--- config.mk ---
export PLATFORM = sky130hd
export DESIGN_NAME = jhe_fifo
export DESIGN_NICKNAME = d
export VERILOG_FILES = /design/src/hdl/jhe_pkg.sv /design/src/hdl/jhe_fifo.sv
export SDC_FILE = /design/constraint.sdc
export NUM_CORES = 1
export LEC_CHECK = 0
export ABC_AREA = 1
export BUFFER_PORTS_ARGS = -buffer_cell sky130_fd_sc_hd__clkbuf_2
export CELL_PAD_IN_SITES_DETAIL_PLACEMENT = 1
export CELL_PAD_IN_SITES_GLOBAL_PLACEMENT = 2
export CORE_UTILIZATION = 38
export CTS_BUF_LIST = sky130_fd_sc_hd__clkbuf_8
export DETAILED_ROUTE_END_ITERATION = 12
export GPL_ROUTABILITY_DRIVEN = 0
export PLACE_DENSITY = 0.84
export SLEW_MARGIN = 20
export SYNTH_ARGS = -nofsm -noshare
export SYNTH_HDL_FRONTEND = slang
export SYNTH_SLANG_ARGS = --single-unit
--- constraint.sdc ---
create_clock -name clk_i -period 5.2 [get_ports clk_i]
set_input_delay 0.26 -clock clk_i [delete_from_list [all_inputs] [get_ports clk_i]]
set_output_delay 0.26 -clock clk_i [all_outputs]
set_load 0.02 [all_outputs]
--- src/hdl/jhe_pkg.sv ---
package jhe_pkg;

  localparam int BlockCoeffs = 64;
  localparam int Components  = 3;
  localparam int CodeLenW    = 5;
  localparam int CodeW       = 16;

  typedef enum logic [1:0] {
    OP_COEF   = 2'd0,
    OP_START  = 2'd1,
    OP_FINISH = 2'd2,
    OP_NONE   = 2'd3
  } opcode_e;

  // One Huffman code plus one run of raw bits, as handed from front to back.
  typedef struct packed {
    logic                is_finish;
    logic                is_start;
    logic [CodeLenW-1:0] sym_len;
    logic [CodeW-1:0]    sym_code;
    logic [CodeLenW-1:0] amp_len;
    logic [CodeW-1:0]    amp_bits;
  } work_t;

  typedef struct packed {
    logic [7:0] out_byte;
    logic       image_end;
  } result_t;

  typedef struct packed {
    logic [1:0]  opcode;
    logic [1:0]  component;
    logic [10:0] coefficient;
  } item_t;

  // Canonical code of a symbol: returns {len, code}; len 0 when absent.
  function automatic logic [20:0] huff_lookup(input logic chroma, input logic dc,
                                              input logic [7:0] sym);
    logic [7:0] cnt [16];
    logic [7:0] syms [162];
    logic [20:0] res;
    int unsigned code;
    int unsigned k;
    res  = '0;
    code = 0;
    k    = 0;
    if (dc) begin
      if (!chroma) cnt = '{0,1,5,1,1,1,1,1,1,0,0,0,0,0,0,0};
      else         cnt = '{0,3,1,1,1,1,1,1,1,1,1,0,0,0,0,0};
      for (int i = 0; i < 162; i++) syms[i] = (i < 12) ? 8'(i) : 8'hFF;
    end else if (!chroma) begin
      cnt = '{0,2,1,3,3,2,4,3,5,5,4,4,0,0,1,8'h7d};
      syms = '{
8'h01,8'h02,8'h03,8'h00,8'h04,8'h11,8'h05,8'h12,8'h21,8'h31,8'h41,8'h06,8'h13,8'h51,8'h61,8'h07,
8'h22,8'h71,8'h14,8'h32,8'h81,8'h91,8'ha1,8'h08,8'h23,8'h42,8'hb1,8'hc1,8'h15,8'h52,8'hd1,8'hf0,
8'h24,8'h33,8'h62,8'h72,8'h82,8'h09,8'h0a,8'h16,8'h17,8'h18,8'h19,8'h1a,8'h25,8'h26,8'h27,8'h28,
8'h29,8'h2a,8'h34,8'h35,8'h36,8'h37,8'h38,8'h39,8'h3a,8'h43,8'h44,8'h45,8'h46,8'h47,8'h48,8'h49,
8'h4a,8'h53,8'h54,8'h55,8'h56,8'h57,8'h58,8'h59,8'h5a,8'h63,8'h64,8'h65,8'h66,8'h67,8'h68,8'h69,
8'h6a,8'h73,8'h74,8'h75,8'h76,8'h77,8'h78,8'h79,8'h7a,8'h83,8'h84,8'h85,8'h86,8'h87,8'h88,8'h89,
8'h8a,8'h92,8'h93,8'h94,8'h95,8'h96,8'h97,8'h98,8'h99,8'h9a,8'ha2,8'ha3,8'ha4,8'ha5,8'ha6,8'ha7,
8'ha8,8'ha9,8'haa,8'hb2,8'hb3,8'hb4,8'hb5,8'hb6,8'hb7,8'hb8,8'hb9,8'hba,8'hc2,8'hc3,8'hc4,8'hc5,
8'hc6,8'hc7,8'hc8,8'hc9,8'hca,8'hd2,8'hd3,8'hd4,8'hd5,8'hd6,8'hd7,8'hd8,8'hd9,8'hda,8'he1,8'he2,
8'he3,8'he4,8'he5,8'he6,8'he7,8'he8,8'he9,8'hea,8'hf1,8'hf2,8'hf3,8'hf4,8'hf5,8'hf6,8'hf7,8'hf8,
8'hf9,8'hfa};
    end else begin
      cnt = '{0,2,1,2,4,4,3,4,7,5,4,4,0,1,2,8'h77};
      syms = '{
8'h00,8'h01,8'h02,8'h03,8'h11,8'h04,8'h05,8'h21,8'h31,8'h06,8'h12,8'h41,8'h51,8'h07,8'h61,8'h71,
8'h13,8'h22,8'h32,8'h81,8'h08,8'h14,8'h42,8'h91,8'ha1,8'hb1,8'hc1,8'h09,8'h23,8'h33,8'h52,8'hf0,
8'h15,8'h62,8'h72,8'hd1,8'h0a,8'h16,8'h24,8'h34,8'he1,8'h25,8'hf1,8'h17,8'h18,8'h19,8'h1a,8'h26,
8'h27,8'h28,8'h29,8'h2a,8'h35,8'h36,8'h37,8'h38,8'h39,8'h3a,8'h43,8'h44,8'h45,8'h46,8'h47,8'h48,
8'h49,8'h4a,8'h53,8'h54,8'h55,8'h56,8'h57,8'h58,8'h59,8'h5a,8'h63,8'h64,8'h65,8'h66,8'h67,8'h68,
8'h69,8'h6a,8'h73,8'h74,8'h75,8'h76,8'h77,8'h78,8'h79,8'h7a,8'h82,8'h83,8'h84,8'h85,8'h86,8'h87,
8'h88,8'h89,8'h8a,8'h92,8'h93,8'h94,8'h95,8'h96,8'h97,8'h98,8'h99,8'h9a,8'ha2,8'ha3,8'ha4,8'ha5,
8'ha6,8'ha7,8'ha8,8'ha9,8'haa,8'hb2,8'hb3,8'hb4,8'hb5,8'hb6,8'hb7,8'hb8,8'hb9,8'hba,8'hc2,8'hc3,
8'hc4,8'hc5,8'hc6,8'hc7,8'hc8,8'hc9,8'hca,8'hd2,8'hd3,8'hd4,8'hd5,8'hd6,8'hd7,8'hd8,8'hd9,8'hda,
8'he2,8'he3,8'he4,8'he5,8'he6,8'he7,8'he8,8'he9,8'hea,8'hf2,8'hf3,8'hf4,8'hf5,8'hf6,8'hf7,8'hf8,
8'hf9,8'hfa};
    end
    for (int len = 1; len <= 16; len++) begin
      for (int i = 0; i < 256; i++) begin
        if (i < int'(cnt[len-1])) begin
          if (k < 162 && syms[k] == sym && !(dc && k >= 12)) begin
            res = {5'(len), 16'(code)};
          end
          k++;
          code++;
        end
      end
      code = code << 1;
    end
    return res;
  endfunction

  // Category of a magnitude up to 2047.
  function automatic logic [3:0] category(input logic [10:0] mag);
    logic [3:0] m;
    m = '0;
    for (int b = 0; b < 11; b++) begin
      if (mag[b]) m = 4'(b + 1);
    end
    return m;
  endfunction

endpackage

--- src/hdl/jhe_fifo.sv ---
// Short queue between front and back.
module jhe_fifo #(
  parameter int unsigned Depth = 2
) (
  input  logic           clk_i,
  input  logic           rst_ni,
  input  logic           wr_valid_i,
  input  jhe_pkg::work_t wr_data_i,
  output logic           wr_ready_o,
  output logic           rd_valid_o,
  output jhe_pkg::work_t rd_data_o,
  input  logic           rd_ready_i
);
  import jhe_pkg::*;
  localparam int unsigned AW = (Depth > 1) ? $clog2(Depth) : 1;
  work_t mem_q [Depth];
  logic [AW-1:0] wp_q, rp_q;
  logic [AW:0]   cnt_q;
  logic wr, rd;
  assign wr_ready_o = (32'(cnt_q) < Depth);
  assign rd_valid_o = (cnt_q != '0);
  assign rd_data_o  = mem_q[rp_q];
  assign wr = wr_valid_i && wr_ready_o;
  assign rd = rd_valid_o && rd_ready_i;
  always_ff @(posedge clk_i or negedge rst_ni) begin
    if (!rst_ni) begin
      wp_q <= '0; rp_q <= '0; cnt_q <= '0;
    end else begin
      if (wr) wp_q <= (32'(wp_q) == Depth - 1) ? '0 : wp_q + 1'b1;
      if (rd) rp_q <= (32'(rp_q) == Depth - 1) ? '0 : rp_q + 1'b1;
      cnt_q <= cnt_q + (AW+1)'(wr) - (AW+1)'(rd);
    end
  end
  always_ff @(posedge clk_i) begin
    if (wr) mem_q[wp_q] <= wr_data_i;
  end
endmodule

Yosys cells after proc, flatten, opt, wreduce, memory -nomap -nowiden
Memories as Yosys holds them, arrays and structs flattened. Cells that the tools add are included.

Word-level logic and storage cells: 16. Output and inout port bits: 46. Memories kept: 1. Register bits: 4. Bits in writable memories: 88. Input port bits: 48.

Mux-type cells: 4. Add/sub/neg operators: 4. Reductions and logical operators: 3. Order comparisons: 1.

Memories: mem_q (depth 2, width 44, rd ports 1, clocked after Yosys merged registers in 0, wr ports 1, line jhe_fifo.sv:16) `work_t mem_q [Depth];`.

Operators with widths (number): $mux W1 (4); $add A1 B1 Y1 const B (2); $add A2 B1 Y2 (1); $logic_and A1 B1 Y1 (2); $lt A2 B2 Y1 const B (1); $reduce_bool A2 Y1 (1); $sub A2 B1 Y2 (1).

Longest topological paths before layout
Depth in word-level cells: 4. Depth in mapped cells: 7.

Least setup slack after synthesis
OpenSTA, ideal clock, no wires.

Kind: reg2reg. Start point: reg cnt_q[1]. End point: mem mem_q[0][0] in the netlist's numbering, enable pin. Arrival: 2.568 ns. Stages on the path, launching flop included: 4. Library setup time: 0.445 ns. Path slack: 2.187 ns. Period minus slack after synthesis: 3.013 ns. Data required time: 4.755 ns. Buffers on the path: 0. Cells stage by stage: dfrtp_1 > inv_1 > nand2_4 > nor2_1.

Longest elaborated chain between the ends: 4.

RTL lines: start, declared (line jhe_fifo.sv:18) `logic [AW:0] cnt_q;`; start signal, assigned (line jhe_fifo.sv:31) `cnt_q <= cnt_q + (AW+1)'(wr) - (AW+1)'(rd);`; $lt A2 B2 Y1 (line jhe_fifo.sv:20) `assign wr_ready_o = (32'(cnt_q) < Depth);`; named net wr_ready_o (line jhe_fifo.sv:9) `output logic wr_ready_o,`; $logic_and A1 B1 Y1 (line jhe_fifo.sv:23) `assign wr = wr_valid_i && wr_ready_o;`; $mux W1 (line jhe_fifo.sv:35) `if (wr) mem_q[wp_q] <= wr_data_i;`; $mux W1 (not written as such) (line jhe_fifo.sv:35); end, declared (line jhe_fifo.sv:16).

The timed path passes the listed nets, and every way through them passes these cells.

==> results.sh <==
export IMPL_cpLargestDelayFamily="flip-flops"
export IMPL_antenna_found_initial=0
export IMPL_grt_max_degree=46
export IMPL_ys_seq_area_frac=0.7980
export IMPL_ant_nets=0
export IMPL_max_slew_worst_pin_slew_ns=0.8482
export IMPL_peakVddDrop_mv=0.2366
export IMPL_synth_area_sq_um=3437
export IMPL_place_hpwl_um=4283
export IMPL_antennaDiodeCount=0
export IMPL_hold_path_depth=1
export IMPL_ys_types=16
export IMPL_grt_usage=0.1452
export IMPL_cts_root_buf="clkbuf_8"
export IMPL_holdPathEnd="mem_q[1][37]"
export IMPL_maxSlewViolCount=0
export IMPL_route_vias_total=2099
export IMPL_endpoint_kind="output pin"
export IMPL_critPathMaxFanout=45
export IMPL_tns_ns=0
export IMPL_drtIter0Drc=92
export IMPL_initial_utilization=0.3941
export IMPL_syn_area_per_cell_sq_um=13.59
export IMPL_cpMostUsedCell="nand2_1"
export IMPL_fillCellCount=962
export IMPL_numCtsBuffers=9
export IMPL_hold_viol=0
export IMPL_cts_tree="done"
export IMPL_synth_top_area_share=0.7688
export IMPL_outcome="completed"
export IMPL_die_h_um=97.11
export IMPL_stdcell_count=464
export IMPL_post_cts_buffers=0
export IMPL_max_slew_margin_rel=0.4345
export IMPL_crit_required_ns=4.94
export IMPL_h_tree_depth=3
export IMPL_crit_path_cell_trace="inv_4 -> nand2_1 -> nand2_1 -> clkbuf_2"
export IMPL_fin_skew_ns=0.008867
export IMPL_synth_edf_count=88
export IMPL_synth_fp_nets=302
export IMPL_post_cts_resized=0
export IMPL_port_buffer_count=93
export IMPL_synth_area_leader_cell="edfxtp_1"
export IMPL_clock_sinks=92
export IMPL_async_flop_share=0.04348
export IMPL_overflow=0
export IMPL_ioPinCount=94
export IMPL_remaining_drc_errors=0
export IMPL_firstDrtPassIters=4
export IMPL_fin_nets=400
export IMPL_syn_to_final_growth_pct=21.91
export IMPL_r2r_end="mem_q[1][40]"
export IMPL_reg2reg_from="cnt_q[1]"
export IMPL_start_kind="flip-flop"
export IMPL_via_per_inst=4.524
export IMPL_min_from="wr_data_i[37]"
export IMPL_clock_latency_ns=0.34
export IMPL_setup_violations_final=0
export IMPL_synthFlopType="edfxtp_1"
export IMPL_fp_dieW_um=97.11
export IMPL_final_layout_size_suffix_gt1_frac=0.3230
export IMPL_power_density_nw_per_um2=566.5
export IMPL_die_area_sq_um=9429
export IMPL_row_count=34
export IMPL_grt_pass1_wl_um=10560
export IMPL_critPathArrivalTime_ns=2.08
export IMPL_worstHoldPathType="in2reg"
export IMPL_utilization=0.4805
export IMPL_core_sq_um=8721
export IMPL_path_class="reg2out"
export IMPL_dp_cells=447
export IMPL_cap_violations=0
export IMPL_ff2ff_path_depth=4
export IMPL_slowest_delay_ns=0.93
export IMPL_drt_wl_total_um=6473
export IMPL_cts_clk_slew_worst_paths_ns=0.09
export IMPL_final_min_clock_period_ns=2.336
export IMPL_rsz0062_at_grt="false"
export IMPL_wire_per_inst_um=13.95
export IMPL_crit_buf_inv=2
export IMPL_total_leakage_power_nw=1.816
export IMPL_fmax_ghz=0.4281
export IMPL_synth_area_leaders="edfxtp_1, nand2_1, dfrtp_1, buf_6, xor2_1"
export IMPL_ys_ff_latch=92
export IMPL_clock_path_buffers=2
export IMPL_syn_inst=253
export IMPL_yosys_warnings=0
export IMPL_rrSetupSlack_ns=3.23
export IMPL_grt_pass1_vias=2188
export IMPL_cpMaxStageDelayCell="dfrtp_2"
export IMPL_fin_crit_sh=0.4492
==> metal layers <==
| layer | routed length (um) | track usage | vias to the layer above | share of wire |
|---|---|---|---|---|
| met2 | 3408 | 0.2589 | 50 | 0.53 |
| li1 | - | - | 1043 | - |
| met1 | 2668 | 0.1701 | 997 | 0.41 |
| met5 | 0 | 0 | - | 0 |
| met4 | 103 | 0.06200 | 0 | 0.016 |
| met3 | 292 | 0.02878 | 9 | 0.045 |
==> flip-flops by register name (all words and copies together) (netlist names) <==
| signal | cells |
|---|---|
| wp_q | 1 |
| cnt_q | 2 |
| mem_q | 88 |
| rp_q | 1 |
==> worst register-to-register path, stage by stage, from the launching register on <==
cell	delay, ns
dfrtp_1	0.43
inv_1	0.15
nand2_4	0.10
nor2_4	0.49
buf_4	0.45
==> cell type report <==
class / instances / area, sq um / area share
tap: 108 / 135.1 / 0.03225
clock inverter: 7 / 66.31 / 0.01583
sequential: 92 / 2744 / 0.6548
clock buffer: 9 / 123.9 / 0.02956
timing repair buffer: 96 / 490.5 / 0.1170
multi-input combinational: 147 / 609.3 / 0.1454
inverter: 5 / 21.27 / 0.005076
==> kinds of logic (layout without fill, tap and decap cells) <==
| family | count (synthesis) | count (layout) | share of synthesized area |
|---|---|---|---|
| AO/OA/AOI/OAI | 1 | 1 | 0.002549 |
| XOR/XNOR | 3 | 3 | 0.007646 |
| adder cells (fa/ha/maj) | 1 | 1 | 0.003640 |
| buffers and inverters | 14 | 117 | 0.02912 |
| flip-flops | 92 | 92 | 0.7980 |
| AND/OR/NAND/NOR | 142 | 142 | 0.1591 |
==> cell usage in the layout (no fill, tap or decap) <==
cell	count
clkinv_1	3
clkbuf_8	9
dfrtp_2	1
clkbuf_2	93
clkinvlp_4	1
edfxtp_1	88
nand4_1	1
ha_1	1
inv_1	4
nor2_4	2
o21ai_2	1
bufinv_16	1
inv_6	1
dfrtp_1	3
or2_2	1
nand2_1	136
nand2_4	1
buf_4	2
nand3_1	1
xor2_1	3
clkinv_4	1
dlygate4sd3_1	1
inv_4	1
==> metrics by stage <==
step / instance area, sq um / total power, W / hold WS, ns / worst slack (ns)
after floorplan: 3437 / 0.001679 / -0.03559 / 2.187
after global routing: 4190 / 0.002530 / 0.08517 / 2.627
after CTS: 4190 / 0.002420 / 0.08792 / 2.757
final: 4190 / 0.002374 / 0.1023 / 2.864
after global placement: 3990 / 0.001940 / 0.07374 / 3.157
after detailed placement: 3990 / 0.001964 / 0.07883 / 3.134
==> Yosys cell counts, types with 2 or more instances <==
cell type  instances
edfxtp_1          88
nand2_1          136
buf_6              5
xor2_1             3
dfrtp_1            4
buf_2              3
inv_1              4
nor2_1             2
==> timing repair <==
item                                    in CTS  in global routing
hold buffers                                 1                  0
endpoints found under the setup margin       0                  0
hold endpoints to repair                     4                  0
==> worst max-delay path by stage <==
| stage | startpoint | to | slack [ns] | cells after the start |
|---|---|---|---|---|
| after floorplan | cnt_q[1] | mem_q[0][0] | 2.19 | 3 |
| after global placement | rp_q | rd_data_o[35] | 3.16 | 4 |
| after detailed placement | rp_q | rd_data_o[35] | 3.13 | 4 |
| after CTS | rp_q | rd_data_o[35] | 2.76 | 4 |
| after global routing | rp_q | rd_data_o[38] | 2.63 | 4 |
| final | rp_q | rd_data_o[38] | 2.86 | 4 |
==> report_power, final <==
group          leakage [nW]  internal (W)  switching, W
clock network        0.0923      0.000220      0.000237
registers             0.860      0.000991     0.0000994
logic                 0.864      0.000241      0.000585
total                  1.82       0.00145      0.000921
Power figures use the tool's default switching activity.
