===== src/hdl/jhe_pkg.sv =====
package jhe_pkg;

  localparam int BlockCoeffs = 64;
  localparam int Components  = 3;
  localparam int CodeLenW    = 5;
  localparam int CodeW       = 16;

  typedef enum logic [1:0] {
    OP_COEF   = 2'd0,
    OP_START  = 2'd1,
    OP_FINISH = 2'd2,
    OP_NONE   = 2'd3
  } opcode_e;

  // One Huffman code plus one run of raw bits, as handed from front to back.
  typedef struct packed {
    logic                is_finish;
    logic                is_start;
    logic [CodeLenW-1:0] sym_len;
    logic [CodeW-1:0]    sym_code;
    logic [CodeLenW-1:0] amp_len;
    logic [CodeW-1:0]    amp_bits;
  } work_t;

  typedef struct packed {
    logic [7:0] out_byte;
    logic       image_end;
  } result_t;

  typedef struct packed {
    logic [1:0]  opcode;
    logic [1:0]  component;
    logic [10:0] coefficient;
  } item_t;

  // Canonical code of a symbol: returns {len, code}; len 0 when absent.
  function automatic logic [20:0] huff_lookup(input logic chroma, input logic dc,
                                              input logic [7:0] sym);
    logic [7:0] cnt [16];
    logic [7:0] syms [162];
    logic [20:0] res;
    int unsigned code;
    int unsigned k;
    res  = '0;
    code = 0;
    k    = 0;
    if (dc) begin
      if (!chroma) cnt = '{0,1,5,1,1,1,1,1,1,0,0,0,0,0,0,0};
      else         cnt = '{0,3,1,1,1,1,1,1,1,1,1,0,0,0,0,0};
      for (int i = 0; i < 162; i++) syms[i] = (i < 12) ? 8'(i) : 8'hFF;
    end else if (!chroma) begin
      cnt = '{0,2,1,3,3,2,4,3,5,5,4,4,0,0,1,8'h7d};
      syms = '{
8'h01,8'h02,8'h03,8'h00,8'h04,8'h11,8'h05,8'h12,8'h21,8'h31,8'h41,8'h06,8'h13,8'h51,8'h61,8'h07,
8'h22,8'h71,8'h14,8'h32,8'h81,8'h91,8'ha1,8'h08,8'h23,8'h42,8'hb1,8'hc1,8'h15,8'h52,8'hd1,8'hf0,
8'h24,8'h33,8'h62,8'h72,8'h82,8'h09,8'h0a,8'h16,8'h17,8'h18,8'h19,8'h1a,8'h25,8'h26,8'h27,8'h28,
8'h29,8'h2a,8'h34,8'h35,8'h36,8'h37,8'h38,8'h39,8'h3a,8'h43,8'h44,8'h45,8'h46,8'h47,8'h48,8'h49,
8'h4a,8'h53,8'h54,8'h55,8'h56,8'h57,8'h58,8'h59,8'h5a,8'h63,8'h64,8'h65,8'h66,8'h67,8'h68,8'h69,
8'h6a,8'h73,8'h74,8'h75,8'h76,8'h77,8'h78,8'h79,8'h7a,8'h83,8'h84,8'h85,8'h86,8'h87,8'h88,8'h89,
8'h8a,8'h92,8'h93,8'h94,8'h95,8'h96,8'h97,8'h98,8'h99,8'h9a,8'ha2,8'ha3,8'ha4,8'ha5,8'ha6,8'ha7,
8'ha8,8'ha9,8'haa,8'hb2,8'hb3,8'hb4,8'hb5,8'hb6,8'hb7,8'hb8,8'hb9,8'hba,8'hc2,8'hc3,8'hc4,8'hc5,
8'hc6,8'hc7,8'hc8,8'hc9,8'hca,8'hd2,8'hd3,8'hd4,8'hd5,8'hd6,8'hd7,8'hd8,8'hd9,8'hda,8'he1,8'he2,
8'he3,8'he4,8'he5,8'he6,8'he7,8'he8,8'he9,8'hea,8'hf1,8'hf2,8'hf3,8'hf4,8'hf5,8'hf6,8'hf7,8'hf8,
8'hf9,8'hfa};
    end else begin
      cnt = '{0,2,1,2,4,4,3,4,7,5,4,4,0,1,2,8'h77};
      syms = '{
8'h00,8'h01,8'h02,8'h03,8'h11,8'h04,8'h05,8'h21,8'h31,8'h06,8'h12,8'h41,8'h51,8'h07,8'h61,8'h71,
8'h13,8'h22,8'h32,8'h81,8'h08,8'h14,8'h42,8'h91,8'ha1,8'hb1,8'hc1,8'h09,8'h23,8'h33,8'h52,8'hf0,
8'h15,8'h62,8'h72,8'hd1,8'h0a,8'h16,8'h24,8'h34,8'he1,8'h25,8'hf1,8'h17,8'h18,8'h19,8'h1a,8'h26,
8'h27,8'h28,8'h29,8'h2a,8'h35,8'h36,8'h37,8'h38,8'h39,8'h3a,8'h43,8'h44,8'h45,8'h46,8'h47,8'h48,
8'h49,8'h4a,8'h53,8'h54,8'h55,8'h56,8'h57,8'h58,8'h59,8'h5a,8'h63,8'h64,8'h65,8'h66,8'h67,8'h68,
8'h69,8'h6a,8'h73,8'h74,8'h75,8'h76,8'h77,8'h78,8'h79,8'h7a,8'h82,8'h83,8'h84,8'h85,8'h86,8'h87,
8'h88,8'h89,8'h8a,8'h92,8'h93,8'h94,8'h95,8'h96,8'h97,8'h98,8'h99,8'h9a,8'ha2,8'ha3,8'ha4,8'ha5,
8'ha6,8'ha7,8'ha8,8'ha9,8'haa,8'hb2,8'hb3,8'hb4,8'hb5,8'hb6,8'hb7,8'hb8,8'hb9,8'hba,8'hc2,8'hc3,
8'hc4,8'hc5,8'hc6,8'hc7,8'hc8,8'hc9,8'hca,8'hd2,8'hd3,8'hd4,8'hd5,8'hd6,8'hd7,8'hd8,8'hd9,8'hda,
8'he2,8'he3,8'he4,8'he5,8'he6,8'he7,8'he8,8'he9,8'hea,8'hf2,8'hf3,8'hf4,8'hf5,8'hf6,8'hf7,8'hf8,
8'hf9,8'hfa};
    end
    for (int len = 1; len <= 16; len++) begin
      for (int i = 0; i < 256; i++) begin
        if (i < int'(cnt[len-1])) begin
          if (k < 162 && syms[k] == sym && !(dc && k >= 12)) begin
            res = {5'(len), 16'(code)};
          end
          k++;
          code++;
        end
      end
      code = code << 1;
    end
    return res;
  endfunction

  // Category of a magnitude up to 2047.
  function automatic logic [3:0] category(input logic [10:0] mag);
    logic [3:0] m;
    m = '0;
    for (int b = 0; b < 11; b++) begin
      if (mag[b]) m = 4'(b + 1);
    end
    return m;
  endfunction

endpackage


===== src/hdl/jhe_back.sv =====
// Bit packer: append code and amplitude, drain bytes, stuff, write EOI.
module jhe_back (
  input  logic            clk_i,
  input  logic            rst_ni,
  input  logic            wk_valid_i,
  input  jhe_pkg::work_t  wk_i,
  output logic            wk_ready_o,
  output logic            out_valid_o,
  output jhe_pkg::result_t out_o,
  input  logic            out_ready_i
);
  import jhe_pkg::*;

  typedef enum logic [4:0] {
    S_IDLE = 5'b00001,
    S_AMP  = 5'b00010,
    S_DRN  = 5'b00100,
    S_FF   = 5'b01000,
    S_D9   = 5'b10000
  } state_e;

  state_e st_q, st_d;
  logic [22:0] acc_q, acc_d;   // up to 7 held + 16 new bits
  logic [4:0]  cnt_q, cnt_d;
  work_t       wk_q;
  logic        fin_q, fin_d;
  logic        stuff_q, stuff_d;
  logic        ov_q, ov_d;
  result_t     ob_q, ob_d;
  logic        take;
  logic        oslot;

  assign oslot = !ov_q || out_ready_i;

  always_comb begin
    st_d = st_q; acc_d = acc_q; cnt_d = cnt_q; fin_d = fin_q; stuff_d = stuff_q;
    ov_d = ov_q && !out_ready_i; ob_d = ob_q; take = 1'b0;
    case (st_q)
      S_IDLE: begin
        if (wk_valid_i) begin
          take = 1'b1;
          if (wk_i.is_start) begin
            acc_d = '0; cnt_d = '0;
          end else if (wk_i.is_finish) begin
            fin_d = 1'b1;
            if (cnt_q != '0) begin
              acc_d = (acc_q << (5'd8 - cnt_q)) | 23'((8'd1 << (5'd8 - cnt_q)) - 8'd1);
              cnt_d = 5'd8;
              st_d  = S_DRN;
            end else st_d = S_FF;
          end else begin
            acc_d = (wk_i.sym_len == '0) ? acc_q :
                    ((acc_q << wk_i.sym_len) |
                     23'(wk_i.sym_code & 16'((17'd1 << wk_i.sym_len) - 17'd1)));
            cnt_d = cnt_q + wk_i.sym_len;
            st_d  = S_DRN;
            fin_d = 1'b0;
          end
        end
      end
      S_AMP: begin
        acc_d = (acc_q << wk_q.amp_len) |
                23'(wk_q.amp_bits & 16'((17'd1 << wk_q.amp_len) - 17'd1));
        cnt_d = cnt_q + wk_q.amp_len;
        st_d = S_DRN;
      end
      S_DRN: begin
        if (oslot) begin
          if (stuff_q) begin
            ov_d = 1'b1; ob_d = '{8'h00, 1'b0}; stuff_d = 1'b0;
          end else if (cnt_q >= 5'd8) begin
            ov_d = 1'b1;
            ob_d = '{8'(acc_q >> (cnt_q - 5'd8)), 1'b0};
            stuff_d = (8'(acc_q >> (cnt_q - 5'd8)) == 8'hFF);
            cnt_d = cnt_q - 5'd8;
            acc_d = acc_q & ((23'd1 << (cnt_q - 5'd8)) - 23'd1);
          end else if (fin_q) begin
            st_d = S_FF;
          end else if (wk_q.amp_len != '0) begin
            st_d = S_AMP;
          end else st_d = S_IDLE;
        end
      end
      S_FF: begin
        if (oslot) begin
          ov_d = 1'b1; ob_d = '{8'hFF, 1'b0}; st_d = S_D9;
        end
      end
      S_D9: begin
        if (oslot) begin
          ov_d = 1'b1; ob_d = '{8'hD9, 1'b1}; st_d = S_IDLE;
          acc_d = '0; cnt_d = '0; fin_d = 1'b0;
        end
      end
      default: st_d = S_IDLE;
    endcase
  end

  assign wk_ready_o  = (st_q == S_IDLE);
  assign out_valid_o = ov_q;
  assign out_o       = ob_q;

  always_ff @(posedge clk_i or negedge rst_ni) begin
    if (!rst_ni) begin
      st_q <= S_IDLE; acc_q <= '0; cnt_q <= '0; fin_q <= 1'b0;
      stuff_q <= 1'b0; ov_q <= 1'b0;
    end else begin
      st_q <= st_d; acc_q <= acc_d; cnt_q <= cnt_d; fin_q <= fin_d;
      stuff_q <= stuff_d; ov_q <= ov_d;
      if (st_q == S_AMP) wk_q.amp_len <= '0;
      else if (take) wk_q <= wk_i;
    end
  end
  always_ff @(posedge clk_i) begin
    ob_q <= ob_d;
  end
endmodule


===== config.mk =====
export PLATFORM = sky130hd
export DESIGN_NAME = jhe_back
export DESIGN_NICKNAME = d
export VERILOG_FILES = /design/src/hdl/jhe_pkg.sv /design/src/hdl/jhe_back.sv
export SDC_FILE = /design/constraint.sdc
export NUM_CORES = 1
export LEC_CHECK = 0
export BUFFER_PORTS_ARGS = -buffer_cell sky130_fd_sc_hd__buf_2
export CORE_MARGIN = 3
export CORE_UTILIZATION = 35
export CTS_BUF_LIST = sky130_fd_sc_hd__clkbuf_2
export DETAILED_ROUTE_END_ITERATION = 8
export GPL_ROUTABILITY_DRIVEN = 0
export PLACE_DENSITY = 0.56
export SKIP_LAST_GASP = 1
export SYNTH_ARGS = -nofsm -noshare
export SYNTH_HDL_FRONTEND = slang
export SYNTH_SLANG_ARGS = --single-unit

===== constraint.sdc =====
create_clock -name clk_i -period 4.7 [get_ports clk_i]
set_clock_uncertainty 0.05 [all_clocks]
set_input_delay 1.41 -clock clk_i [delete_from_list [all_inputs] [get_ports clk_i]]
set_output_delay 1.41 -clock clk_i [all_outputs]
set_load 0.03 [all_outputs]

== Word-level counts from Yosys, hierarchy flattened ==
Cells that the tools add are included.
Widths: inputs -> output; s select.

* Equal/unequal tests: 17
* Reductions and logical operators: 18
* Bitwise operators: 7
* Muxes and demuxes: 52
* Magnitude comparators: 1
* Add/sub/neg operators: 8
* Shift-type cells: 8

{| class="wikitable"
|+ Operator list
! kind !! number
|-
| $mux 23 || 9
|-
| $pmux 23 s4 || 1
|-
| $mux 5 || 15
|-
| $shl 23x5->23 || 3
|-
| $or 23x16->23 || 2
|-
| $shl 1x5->23 const A || 2
|-
| $sub 23x1->23 const B || 2
|-
| $mux 9 || 5
|-
| $and 16x16->16 || 2
|-
| $shl 1x5->16 const A || 2
|-
| $sub 16x1->16 const B || 2
|-
| $pmux 9 s3 || 1
|-
| $pmux 5 s5 || 1
|-
| $and 23x23->23 || 1
|-
| $or 23x23->23 || 1
|-
| $shr 23x5->8 || 1
|-
| $mux 21 || 1
|-
| $pmux 5 s4 || 1
|-
| $ne 2x2->1 const B || 8
|-
| $reduce_and 7->1 || 2
|-
| $mux 1 || 12
|-
| $mux 4 || 3
|-
| $add 5x5->5 || 2
|-
| $reduce_bool 5->1 || 2
|-
| 28 further kinds || 30
|}

* Register bits: 66
* Output and inout bits: 11

== Longest topological paths before layout ==
Gate-level depths: netlist (run 1).

* Depth after elaboration: 9
* Mapped depth: 19
* Depth with buffers taken out: 13

== Worst setup path after synthesis (run 1) ==
OpenSTA, ideal clock, no wires.

* Path type: reg-to-reg
* Start point: register cnt_q[1]
* End point: register acc_q[22]
* Library setup time: 0.134 ns
* Stages on the path, launching flop included: 20
* Slack: 0.705 ns
* Path buffers: 7
* Clock period less this slack: 3.995 ns
* Arrival: 3.811 ns
* Cells stage by stage: dfrtp_1 -> buf_6 -> buf_12 -> buf_2 -> inv_1 -> ha_1 -> buf_2 -> xnor2_1 -> buf_2 -> buf_2 -> nor2_1 -> nand2_1 -> ha_1 -> clkbuf_1 -> nand2_1 -> a21o_1 -> o211ai_1 -> o21ai_0 -> a2111oi_0 -> o21ai_0

* Longest elaborated chain between the ends: 9

{| class="wikitable"
|+ Ends and longest elaborated chain
! element !! RTL line !! source
|-
| from (decl) || jhe_back.sv:24 || <nowiki>logic [4:0] cnt_q, cnt_d;</nowiki>
|-
| from (signal assigned) || jhe_back.sv:105 || <nowiki>st_q <= S_IDLE; acc_q <= '0; cnt_q <= '0; fin_q <= 1'b0;</nowiki>
|-
| from (signal assigned) || jhe_back.sv:108 || <nowiki>st_q <= st_d; acc_q <= acc_d; cnt_q <= cnt_d; fin_q <= fin_d;</nowiki>
|-
| $sub 4x5->5 || jhe_back.sv:47 || <nowiki>acc_d = (acc_q << (5'd8 - cnt_q)) | 23'((8'd1 << (5'd8 - cnt_q)) - 8'd1);</nowiki>
|-
| $shl 1x5->23 || jhe_back.sv:47 ||
|-
| $sub 23x1->23 || jhe_back.sv:47 ||
|-
| $or 23x23->23 || jhe_back.sv:47 ||
|-
| $mux 23 || jhe_back.sv:46 || <nowiki>if (cnt_q != '0) begin</nowiki>
|-
| $mux 23 || jhe_back.sv:44 || <nowiki>end else if (wk_i.is_finish) begin</nowiki>
|-
| $mux 23 || jhe_back.sv:42 || <nowiki>if (wk_i.is_start) begin</nowiki>
|-
| $mux 23 || jhe_back.sv:40 || <nowiki>if (wk_valid_i) begin</nowiki>
|-
| $pmux 23 s4 || jhe_back.sv:38 || <nowiki>case (st_q)</nowiki>
|-
| to (signal assigned) || jhe_back.sv:105 ||
|-
| to (signal assigned) || jhe_back.sv:108 ||
|-
| to (decl) || jhe_back.sv:23 || <nowiki>logic [22:0] acc_q, acc_d;</nowiki>
|}

Parallel ways exist; a longest one is shown, timed or not. The select of a mux whose other input is x is not followed.
A chain may end at the register's enable or synchronous reset.

== Final worst setup path (run 1) ==
* Start point: register cnt_q[0]
* End point: register acc_q[12]

Same word-level chain as after synthesis.

==> results of run 1 <==
-- cell usage after synthesis (all sizes together) (16+ instances only) --
| cell | count | area share, % |
|---|---|---|
| nand2b | 16 | 1.0 |
| o21ai | 110 | 5.6 |
| mux4 | 29 | 6.7 |
| nor2 | 99 | 3.9 |
| nand3 | 42 | 2.1 |
| o211ai | 19 | 1.6 |
| edfxtp | 30 | 9.2 |
| a31oi | 23 | 1.5 |
| nor2b | 16 | 1.0 |
| dfrtp | 35 | 8.9 |
| clkbuf | 80 | 3.1 |
| mux2i | 78 | 7.9 |
| ha | 18 | 2.3 |
| o22ai | 29 | 1.8 |
| a22oi | 18 | 1.4 |
| inv | 20 | 0.76 |
| buf | 59 | 3.8 |
| nor3 | 27 | 1.6 |
| mux2 | 40 | 4.6 |
| a21oi | 87 | 4.5 |
| o31ai | 17 | 1.3 |
| nand2 | 139 | 5.3 |
-- flip-flops by register name (all words and copies together) (netlist names) --
register	cells
acc_q	23
wk_q	21
out_o	9
cnt_q	5
st_q	5
fin_q	1
out_valid_o	1
stuff_q	1
-- power groups by stage --
stage / sequential [uW] / clock, uW / combinational, uW
4_1_cts: 1430 / 494 / 6580
5_1_grt: 1480 / 517 / 7300
3_5_place_dp: 1450 / 0 / 6550
6_report: 1490 / 490 / 6770
3_3_place_gp: 1450 / 0 / 6570
2_1_floorplan: 999 / 0 / 5260
-- kinds of logic (layout without fill, tap and decap cells) --
| logic type | count (synthesis) | in the layout | share of synthesized area [%] |
|---|---|---|---|
| DFF | 66 | 66 | 18.3 |
| and+or+nand+nor | 403 | 403 | 19.9 |
| xor gates and xnor gates | 23 | 23 | 2.12 |
| AOI/OAI and AO/OA | 440 | 440 | 30.2 |
| adders and majority gates | 20 | 20 | 2.70 |
| buffers and inverters | 160 | 130 | 7.63 |
| muxes | 147 | 147 | 19.2 |
| other | 0 | 1 | 0 |
-- worst max path at each step --
stage	from	to	depth (start not counted)
finish	cnt_q[0]	acc_q[12]	10
global route	cnt_q[0]	acc_q[12]	10
CTS	cnt_q[0]	acc_q[12]	10
detailed placement	wk_i[40]	acc_q[10]	11
global placement	wk_i[40]	acc_q[10]	11
floorplan	cnt_q[1]	acc_q[22]	19
-- worst max-delay path, delay by kind of cell (launching register included) --
family | cells | cell delay, ns
compound gates | 4 | 1.22
fa+ha+maj | 2 | 1.01
buf+inv | 1 | 0.45
flops | 1 | 0.52
simple gates | 3 | 0.47
-- area by class of cell --
class / count / area share (%)
clock buffer: 9 / 0.435
sequential: 66 / 17.4
antenna: 1 / 0.0241
inverter: 21 / 0.761
tap: 372 / 4.49
multi-input combinational: 1033 / 70.4
clock inverter: 7 / 1.13
timing repair buffer: 93 / 5.34
-- layer usage --
metal	global-route usage (%)	up-vias	wire length, um
li1	-	4715	-
met1	33.9	5021	16200
met2	40.5	684	17800
met3	5.30	161	3930
met4	12.7	2	2370
met5	0	-	9
-- cells in the final DEF, fill, tap and decap left out, drive strengths merged, types with 18 or more instances in the layout --
cell type,n
a21oi,87
a22oi,18
a31oi,23
buf,93
dfrtp,35
edfxtp,30
ha,18
inv,20
mux2,40
mux2i,78
mux4,29
nand2,139
nand3,42
nor2,99
nor3,27
o211ai,19
o21ai,110
o22ai,29
-- through the flow --
step	util [%]	setup WS (ns)	instances
floorplan	-	0.705	1259
global placement	37.3	0.873	1585
detailed placement	37.3	0.802	1585
CTS	37.9	0.965	1601
global route	37.9	0.672	1601
finish	37.9	0.848	1602
==> metrics.txt, run 1 <==
Worst Setup End Kind flip-flop; status complete, no violations; Starting Density 36.0%; fillers 2848; worst-path maximum fanout 39; H-tree depth 3; routed len/inst 25.2 um; register area 1810 um2; Post-DRT Antenna Nets 0; # rows 60; # Max-Cap Violations 0; Die Y 174 um; grt total ovfl 0; vias 10600; clk sink count 66; Die ar. 30200 um2; most frequent CP cell ha_1; sw frac 58.9%; Flop pwr share 17.0%; router iterations before antenna repair 8; P_int 3590 uW; initial antenna violation count 2; R2R setup slack 0.85 ns; register bit total from synthesis 66; hold_buf cts 0; Worst Setup Path Type reg2reg; Max VDD drop 0.291 mV; Total Neg Setup Slack 0 ns; number of flops mapped to enable cells by yosys 30; min-delay src fin_q; HPWL Detailed 28.4 mm; CP Launch Type flip-flop; routed wire length 40.3 mm; vias per inst 6.61; I/O Buffers 58; Netlist cell types 98; Max Root-Sink Buffers 2; Final Max Slew Viols 0; headroom to the max-slew limit 38.5%; CORE AREA 27300 um2; placed standard-cell area 10200 um2; Multi-input gate area 7290 um2; asr flop ratio synth 54.5%; layout overhead on the synthesized area 5.31%; syn nets 1327; CP max-delay cell ha_1; clock period minus worst slack 3.85 ns; r2r startpoint cnt_q[0]; global-route wire length before repair 61.4 mm; largest net degree at the start of global routing 47; Hold Crit Depth 1; Reg2Reg Capture Point acc_q[12]; Arr. time, crit path 4.28 ns; Die Wd 174 um; clock root buffer clkbuf_2; Slew @ Worst Pin 0.923 ns; Hold Crit Class reg2reg; Worst-Skew Late Latency 0.62 ns; yosys warns 0; Iteration-0 DRC Markers 1852; sequential element share of the synthesized area 18.3%; Comb power frac 77.4%; Syn Std Cell Area 9840 um2; CP peak stage delay 0.70 ns; Hold Slack 0.542 ns; max frequency 260 MHz; CTS clk-pin slew, worst paths 0.26 ns; P per Cell Area 844 nW/um2; Hold EP st_q[1]; number of post-CTS setup repair buffers 0; Main synth FF type dfrtp_1; CTS tree done; Final #Nets 1292; I/O pin cnt 59; Post-Syn Instances 1259; RSZ-0062 raised after global routing no; leakage power 0.00396 uW; CTS Buf Count 9; fin crit share 82.0%; clock share of power 5.6%; All-Layer GR Usage 25.8%; layout cells sized above 1 17.9%; vias in the first global route 9942; path depth of the worst reg2reg path 10; DRC Markers 0; Power, Total 8750 uW; worst-path cell chain buf_4 -> ha_1 -> nand3_1 -> ha_1 -> nand2_1 -> a2bb2oi_2 -> nor2_1 -> o41ai_1 -> a311oi_1 -> o221ai_1; post-route cell area 10400 um2; Fin. Hold Viols 0; Mean Syn Cell Area 7.82 um2; CP Data Required Time 5.13 ns; Net Switching 5160 uW; Final Setup Violations 0; post_cts resized 0
No activity file was read; power rests on OpenSTA's default activity.
==> inputs of run 2 (changes only) <==
Settings changed: ABC_AREA set to 1, PLACE_DENSITY 0.56 to 0.58.
Clock period 4.7 ns to 3.5 ns, I/O delays scaled along.
==> metrics.txt, run 2 <==
most frequent cells in the layout nand2_1 (542), o21ai_0 (198), nor2_1 (197), nand3_1 (174), inv_1 (127); # Max-Cap Violations 0 (unchanged); adder-cell share of the synthesized area 2.75% (+0.051 points); routed wire length 40.4 mm (+0.23%); syn nets 1804 (+36%); P per Cell Area 1180 nW/um2 (+40%); Final Setup Violations 0 (unchanged); clock period minus worst slack 3.21 ns (-0.647 ns); CORE AREA 27000 um2 (-1.1%); Post-DRT Antenna Nets 0 (unchanged); number of flops mapped to enable cells by yosys 30 (unchanged); Slew @ Worst Pin 1.15 ns (+0.230 ns); register bit total from synthesis 66 (unchanged); vias 12200 (+15%); Area contributors post-synth nand2_1 (21%), o21ai_0 (10%), edfxtp_1 (9.3%); CP Launch Type flip-flop; hold_buf cts 0 (unchanged); largest net degree at the start of global routing 59 (+26%); Worst Setup Path Type reg2reg; Die ar. 29600 um2 (-1.8%); RSZ-0062 raised after global routing no; H-tree depth 3 (unchanged); asr flop ratio synth 54.5% (unchanged); global-route wire length before repair 62.0 mm (+0.97%); yosys warns 0 (unchanged); Synth Area in Simple Gates 44.3% (+24 points); I/O Buffers 58 (unchanged); Hold Crit Class in2async; post-route cell area 10500 um2 (+0.89%); HPWL Detailed 31.5 mm (+11%); Max Root-Sink Buffers 2 (unchanged); register area 1800 um2 (-0.21%); Mean Syn Cell Area 5.56 um2 (-29%); r2r startpoint cnt_q[0]; most common cell after layout, fill and taps aside nand2_1; max reg flops 23 (unchanged); fillers 3044 (+6.9%); fin crit share 91.6% (+9.6 points); Die Wd 172 um (-0.91%); worst-path maximum fanout 20 (-49%); layout overhead on the synthesized area 8.28%; largest family of logic cells by synthesized area simple AND/OR/NAND/NOR gates; max frequency 312 MHz (+20%); status complete, no violations; clk sink count 66 (unchanged); count leader, synth nand2_1; layout cells sized above 1 10.4% (-7.5 points); Worst-Skew Late Latency 0.62 ns (about the same); # rows 60 (unchanged); I/O pin cnt 59 (unchanged); Final #Nets 1832 (+42%); Total Neg Setup Slack 0 ns (unchanged); delay-heaviest family, CP simple AND/OR/NAND/NOR gates; R2R setup slack 0.29 ns (-0.55 ns); Reg with most FFs acc_q; Compound-Gate Fraction of Synth Area 22.5% (-7.7 points); Die Y 172 um (-0.91%); clock root buffer clkbuf_2; grt total ovfl 0 (unchanged); headroom to the max-slew limit 22.5% (-16 points); Netlist cell types 47 (-52%); vias per inst 5.77 (-13%); CTS Buf Count 9 (unchanged); Worst Setup End Kind flip-flop; synth cell count leaders nand2_1 (542), o21ai_0 (198), nor2_1 (197); top-area cell type share of the netlist area 21.1% (+12 points); DRC Markers 0 (unchanged); Reg2Reg Capture Point acc_q[22]; dominant cell type by area after synthesis nand2_1; Main synth FF type dfrtp_1; CP Data Required Time 3.96 ns (-1.17 ns); CP max-delay cell nor2_1; Post-Syn Instances 1736 (+38%); number of post-CTS setup repair buffers 0 (unchanged); path depth of the worst reg2reg path 14 (+4); CTS tree done; Starting Density 35.7% (-0.28 points); Setup crit start cnt_q[0]; sequential element share of the synthesized area 18.7% (+0.35 points); worst-path cell chain inv_2 -> ha_1 -> nand2_2 -> nand3_1 -> nand2_2 -> nor2_1 -> o21ai_0 -> nand2_1 -> nor2_1 -> nand3_1 -> nand2_1 -> nand3_1 -> nand2_1 -> a21oi_1; multiplexer share of the synthesized area 1.04% (-18 points); Multi-input gate area 6900 um2 (-5.3%); Syn Std Cell Area 9660 um2 (-1.9%); Iteration-0 DRC Markers 1427 (-23%); Bufs and invs on worst path 1 (unchanged); CP peak stage delay 0.60 ns (-0.10 ns); initial antenna violation count 2 (unchanged); CTS clk-pin slew, worst paths 0.24 ns (-0.02 ns); vias in the first global route 10900 (+10%); XOR/XNOR Fraction of Synth Area 0.998% (-1.1 points); Final Max Slew Viols 0 (unchanged); Fin. Hold Viols 0 (unchanged); Setup crit end acc_q[22]; routed len/inst 19.1 um (-24%); Stages on worst setup path 14 (+4); Max VDD drop 0.334 mV (+15%); leakage power 0.00505 uW (+27%); Arr. time, crit path 3.67 ns (-0.61 ns); placed standard-cell area 10300 um2 (+1.1%); All-Layer GR Usage 26.9% (+1.1 points); router iterations before antenna repair 6 (-2); post_cts resized 0 (unchanged)
run 2: cell families after synthesis:
| family | Yosys count |
|---|---|
| AND/OR/NAND/NOR | 1007 |
| AO/OA/AOI/OAI | 392 |
| buffers and inverters | 230 |
| flip-flops | 66 |
| adder cells (fa/ha/maj) | 20 |
| XOR/XNOR | 11 |
| multiplexers | 10 |
run 2: through the flow:
| stage | power (uW) | cells | worst slack (ns) | util (%) | hold WS (ns) |
|---|---|---|---|---|---|
| 2_1_floorplan | 8650 | 1736 | 0.438 | - | 0.361 |
| 3_3_place_gp | 11400 | 2094 | 0.267 | 38.1 | 0.372 |
| 3_5_place_dp | 11400 | 2094 | 0.225 | 38.1 | 0.376 |
| 4_1_cts | 12000 | 2110 | 0.360 | 38.7 | 0.201 |
| 5_1_grt | 13500 | 2111 | 0.0507 | 38.7 | 0.247 |
| 6_report | 12300 | 2113 | 0.295 | 38.7 | 0.225 |
run 2: layout make-up:
cell class	instances	share of cell area, %
flip-flops and latches	66	17.2
diodes	3	0.0718
multi-input cells	1440	66.0
clock buffers	10	0.479
repair buffers	104	6.08
inverters	143	5.13
clock inverters	6	0.874
well taps	341	4.08
run 2: worst min-delay path by stage:
stage,slack (ns),cells after the start,start,endpoint
6_report,0.22,1,rst_ni,st_q[4]
4_1_cts,0.20,1,rst_ni,out_valid_o
3_5_place_dp,0.38,1,fin_q,st_q[1]
5_1_grt,0.25,1,rst_ni,out_valid_o
3_3_place_gp,0.37,1,fin_q,st_q[1]
2_1_floorplan,0.36,1,fin_q,st_q[1]
run 2: routing by layer:
metal | track usage, % | part of all wire (%) | vias to the layer above
li1 | - | - | 5876
met1 | 35.7 | 41 | 5538
met2 | 42.1 | 44 | 652
met3 | 4.21 | 8.9 | 127
met4 | 14.6 | 5.7 | 0
met5 | 0 | 0 | -
run 2: report_power, final:
part / switching (uW) / internal [uW] / total (uW)
logic: 7080 / 2990 / 10100
clock network: 331 / 242 / 573
registers: 515 / 1180 / 1700
run 2: worst register-to-register path, cell delays in order, from the launching register on:
cell and delay (ns):
dfrtp_1 0.48, inv_2 0.31, ha_1 0.27, nand2_2 0.09
nand3_1 0.10, nand2_2 0.19, nor2_1 0.61, o21ai_0 0.27
nand2_1 0.15, nor2_1 0.06, nand3_1 0.08, nand2_1 0.05
nand3_1 0.17, nand2_1 0.08, a21oi_1 0.13
